## src/design/spd_pkg.sv

```systemverilog
// Shared constants, types and helpers for the slotted page directory.
package spd_pkg;

    // Page geometry
    localparam int PAGE_BYTES      = 4096;
    localparam int HDR_BYTES       = 12;
    localparam int ENTRY_BYTES     = 4;
    localparam int TUPLE_HDR_BYTES = 26;
    localparam int FIT_SLOTS       = (PAGE_BYTES - HDR_BYTES) / ENTRY_BYTES;
    localparam int SLOT_CAP        = (FIT_SLOTS > 1024) ? 1024 : FIT_SLOTS;

    // Field widths
    localparam int CMD_W   = 2;
    localparam int BYTE_W  = 13;
    localparam int SLOT_W  = 10;
    localparam int COUNT_W = 11;
    localparam int STAT_W  = 2;

    // Dead-slot bitmap: 32 slots per word, one summary bit per word
    localparam int BM_BIT_W = 5;
    localparam int BM_BITS  = 1 << BM_BIT_W;
    localparam int BM_IDX_W = SLOT_W - BM_BIT_W;
    localparam int BM_WORDS = 1 << BM_IDX_W;

    // Shared adder width: holds a signed difference or an offset+length sum
    localparam int ALU_W = BYTE_W + 2;

    // Command codes
    localparam logic [CMD_W-1:0] CMD_INIT   = 2'd0;
    localparam logic [CMD_W-1:0] CMD_INSERT = 2'd1;
    localparam logic [CMD_W-1:0] CMD_DELETE = 2'd2;
    localparam logic [CMD_W-1:0] CMD_LOOKUP = 2'd3;

    // Status codes
    localparam logic [STAT_W-1:0] ST_OK       = 2'd0;
    localparam logic [STAT_W-1:0] ST_NO_ROOM  = 2'd1;
    localparam logic [STAT_W-1:0] ST_BAD_SLOT = 2'd2;
    localparam logic [STAT_W-1:0] ST_DEAD     = 2'd3;

    typedef enum logic {
        ALU_ADD = 1'b0,
        ALU_SUB = 1'b1
    } alu_op_t;

    // Request to the shared adder
    typedef struct packed {
        logic             go;
        alu_op_t          op;
        logic [ALU_W-1:0] a;
        logic [ALU_W-1:0] b;
    } alu_req_t;

    // Index of the lowest set bit of a bitmap word
    function automatic logic [BM_BIT_W-1:0] lowest_set(input logic [BM_BITS-1:0] v);
        logic [BM_BIT_W-1:0] r;
        r = '0;
        for (int i = BM_BITS - 1; i >= 0; i--) begin
            if (v[i]) begin
                r = BM_BIT_W'(i);
            end
        end
        return r;
    endfunction

endpackage

```

## src/design/spd_alu.sv

```systemverilog
// Shared add/subtract unit with a registered result.
module spd_alu import spd_pkg::*; (
    input  logic             aclk,
    input  alu_req_t         req,
    output logic [ALU_W-1:0] result
);

    logic [ALU_W-1:0] result_reg;
    logic [ALU_W-1:0] result_next;

    // One add or subtract per request
    always_comb begin
        case (req.op)
            ALU_ADD: result_next = req.a + req.b;
            ALU_SUB: result_next = req.a - req.b;
            default: result_next = req.a;
        endcase
    end

    always_ff @(posedge aclk) begin
        if (req.go) begin
            result_reg <= result_next;
        end
    end

    assign result = result_reg;

endmodule

```

## config.mk

```make
export PLATFORM = sky130hd
export DESIGN_NAME = spd_alu
export DESIGN_NICKNAME = d
export VERILOG_FILES = /design/src/design/spd_pkg.sv /design/src/design/spd_alu.sv
export SDC_FILE = /design/constraint.sdc
export NUM_CORES = 1
export LEC_CHECK = 0
export BUFFER_PORTS_ARGS = -buffer_cell sky130_fd_sc_hd__buf_4
export CELL_PAD_IN_SITES_DETAIL_PLACEMENT = 1
export CELL_PAD_IN_SITES_GLOBAL_PLACEMENT = 2
export CORE_MARGIN = 5
export CORE_UTILIZATION = 26
export DETAILED_ROUTE_END_ITERATION = 12
export PLACE_DENSITY_LB_ADDON = 0.1
export RECOVER_POWER = 25
export SYNTH_ARGS = -nofsm -noshare
export SYNTH_HDL_FRONTEND = slang
export SYNTH_SLANG_ARGS = --single-unit
```

## constraint.sdc

```tcl
create_clock -name aclk -period 3.65 [get_ports aclk]
set_input_delay 0.9125 -clock aclk [delete_from_list [all_inputs] [get_ports aclk]]
set_output_delay 0.9125 -clock aclk [all_outputs]
set_load 0.03 [all_outputs]
```

==> flow_summary_export.csv <==
group,metric,value,unit
pwr,seqPwrFrac,0.330,
cells_and_area,fillCellCount,620,
global_routing,grt_overflow,0,
critical_path,critPathMaxFanout,4,
global_routing,grt_first_pass_wirelength,5.727,mm
clocking,root_buffer,"clkbuf_8",
placement,dpl.hpwl,3.162,mm
cells_and_area,n_antenna_cell,0,
floorplanning,rows,26,
critical_path,worstSetupPathType,"input pin to flip-flop",
floorplanning,die_w,81.86,um
routing,firstDrtPassIters,3,
clocking,clk_pin_slew,0.06,ns
cells_and_area,utilization,0.3691,
clocking,cts_setup_buffers,0,
routing,vias,1207,
clocking,cts_resized,0,
pwr,clock_power_share,0.173,
floorplanning,die_y,81.86,um
logic_synthesis,seq_area_frac_synth,0.3355,
global_routing,grt_max_degree,16,
floorplanning,fp.coreArea,5075,sq um
routing,final_antenna_net_count,0,
routing,routed_wl,3.551,mm
sta,finalSetupViolations,0,
placement,gp_congestion,0.7484,
pwr,swShare,0.3601,
routing,vias_per_cell,4.538,
placement,io_buffers,47,
pwr,p_total,0.0007533,W
critical_path,end_kind,"flip-flop",
sta,fin_crit,3.381,ns
logic_synthesis,syn_area_per_cell,9.659,sq um
floorplanning,die_area,6701,sq um
pwr,switchingPower,0.0002713,W
pwr,power_frac_comb,0.497,
pwr,internal-power,0.0004820,W
sta,rsz0062_at_grt,"false",
critical_path,startpoint_type,"input pin",
sta,slew_headroom,0.4750,
sta,finalHoldWorstSlack,1.056,ns
cells_and_area,largest_reg_flops,15,
routing,drc_errors,0,
placement,dp.cells,262,
worst_hold_path,hold_path.class,"input pin to flip-flop",
sta,post-route-period-util,0.9264,
clocking,cts.sinks,15,
clocking,htreeDepth,1,
placement,postPlaceCellArea,1832,sq um
critical_path,arrival,3.37,ns
logic_synthesis,synth_cell_types,31,
cells_and_area,instances_no_fill,266,
cells_and_area,drive_above_1_share,0.2959,
clocking,cts_hold_repair.buffers,0,
logic_synthesis,synth.cell_area,1343,sq um
job,cap_violations,0,
outcome,status,"complete, no violations",
floorplanning,ios,48,
logic_synthesis,synthCells,139,
cells_and_area,nets,246,
cells_and_area,area_delta_synth_final,39.52,%
pwr,powerDensity,402.2,nW/um^2
routing,avgRoutedWirePerCell,13.35,um
cells_and_area,stdcell_area,1873,sq um
critical_path,cp_data_required_time,3.64,ns
global_routing,antenna_found_initial,0,
floorplanning,start_util,0.2645,
logic_synthesis,ys_seq_elements,15,
global_routing,grt_pass1_vias,1266,
sta,max_freq,295.7,MHz
logic_synthesis,syn-num-nets,188,
sta,tightestPinTransition,0.7875,ns
sta,finalHoldViolCount,0,
routing,drt_iter0_drc,19,
clocking,cts_buffer_depth,2,
clocking,tritoncts,"done",
clocking,cts_buffers,3,
global_routing,grt_use_total,0.1098,
logic_synthesis,yosysWarnings,0,
sta,drv_slew,0,
pwr,ir_worst_vdd,139.1,uV
pwr,p_leak,0.8119,nW
==> placed cells by master, fill, tap and decap left out, types with 3 or more instances in the layout <==
master	Yosys	final
buf_4	0	53
xnor2_1	20	20
a21oi_1	18	18
ha_1	15	15
edfxtp_1	15	15
nor2_1	12	12
inv_1	9	9
o21ai_0	8	8
xor2_1	5	5
o21a_1	4	4
nand2_1	4	4
a21o_1	4	4
clkbuf_8	0	3
==> cell families after synthesis <==
logic type	Yosys count	share of synthesized area
XOR/XNOR	25	0.1631
multiplexers	1	0.007456
buffers and inverters	10	0.02795
flip-flops	15	0.3355
AO/OA/AOI/OAI	45	0.2069
AND/OR/NAND/NOR	27	0.1044
adder cells (fa/ha/maj)	16	0.1547
==> synthesized netlist by cell type <==
cell type,instances,area share
a211oi_1,1,0.0056
a21o_1,4,0.022
a21oi_1,18,0.067
a21oi_2,1,0.0065
a221o_1,1,0.0075
a31oi_1,2,0.0093
a41oi_1,1,0.0065
and3b_1,1,0.0065
and4_1,1,0.0065
clkbuf_1,1,0.0028
edfxtp_1,15,0.34
fa_1,1,0.015
ha_1,15,0.14
inv_1,9,0.025
mux2i_1,1,0.0075
nand2_1,4,0.011
nand3_1,1,0.0037
nor2_1,12,0.034
nor2b_1,1,0.0047
nor3_1,2,0.0075
nor3b_1,2,0.011
nor4_1,1,0.0047
nor4_2,1,0.0093
o21a_1,4,0.022
o21ai_0,8,0.030
o21bai_1,2,0.011
o31a_1,2,0.013
o31ai_1,1,0.0056
or4_1,1,0.0056
xnor2_1,20,0.13
xor2_1,5,0.033
==> worst max-delay path, stage by stage <==
cell	delay [ns]
buf_4	0.13
or4_1	0.56
nor4_2	0.24
a21oi_1	0.14
xnor2_1	0.15
ha_1	0.31
and4_1	0.22
o21a_1	0.10
a21oi_1	0.17
o21ai_0	0.15
a21oi_1	0.20
xnor2_1	0.08
==> layer usage <==
layer,up-vias,part of all wire,global-route usage
li1,626,-,-
met1,553,0.47,0.1478
met2,26,0.47,0.1769
met3,2,0.050,0.01096
met4,0,0.0065,0.04817
met5,-,0,0
==> layout make-up <==
class,instances,area (sq um),area share
clock buffers,4,45.04,0.02405
inverters,9,33.78,0.01804
multi-input cells,114,854.6,0.4562
flip-flops and latches,15,450.4,0.2405
well taps,70,87.58,0.04676
repair buffers,54,401.6,0.2144
==> final timing paths <==
kind / start / endpoint / slack, ns / cells past startpoint
worst min-delay path: req[16] / result[1] / 1.06 / 2
worst max-delay path: req[2] / result[14] / 0.27 / 12
==> metrics by stage <==
step                      setup TNS, ns  worst slack [ns]
after global placement                0           0.06817
final                                 0            0.2686
after detailed placement      -0.007659         -0.007659
after CTS                             0            0.2489
after floorplan                       0            0.2019
after global routing                  0           0.09091
==> power by group through the flow <==
stage          Sequential (W)  Clock [W]  Combinational [W]
6_report             0.000248   0.000130           0.000375
4_1_cts              0.000249   0.000136           0.000380
2_1_floorplan        0.000326          0           0.000161
3_3_place_gp         0.000251          0           0.000371
5_1_grt              0.000253   0.000141           0.000410
3_5_place_dp         0.000252          0           0.000379
Power figures use the tool's default switching activity.
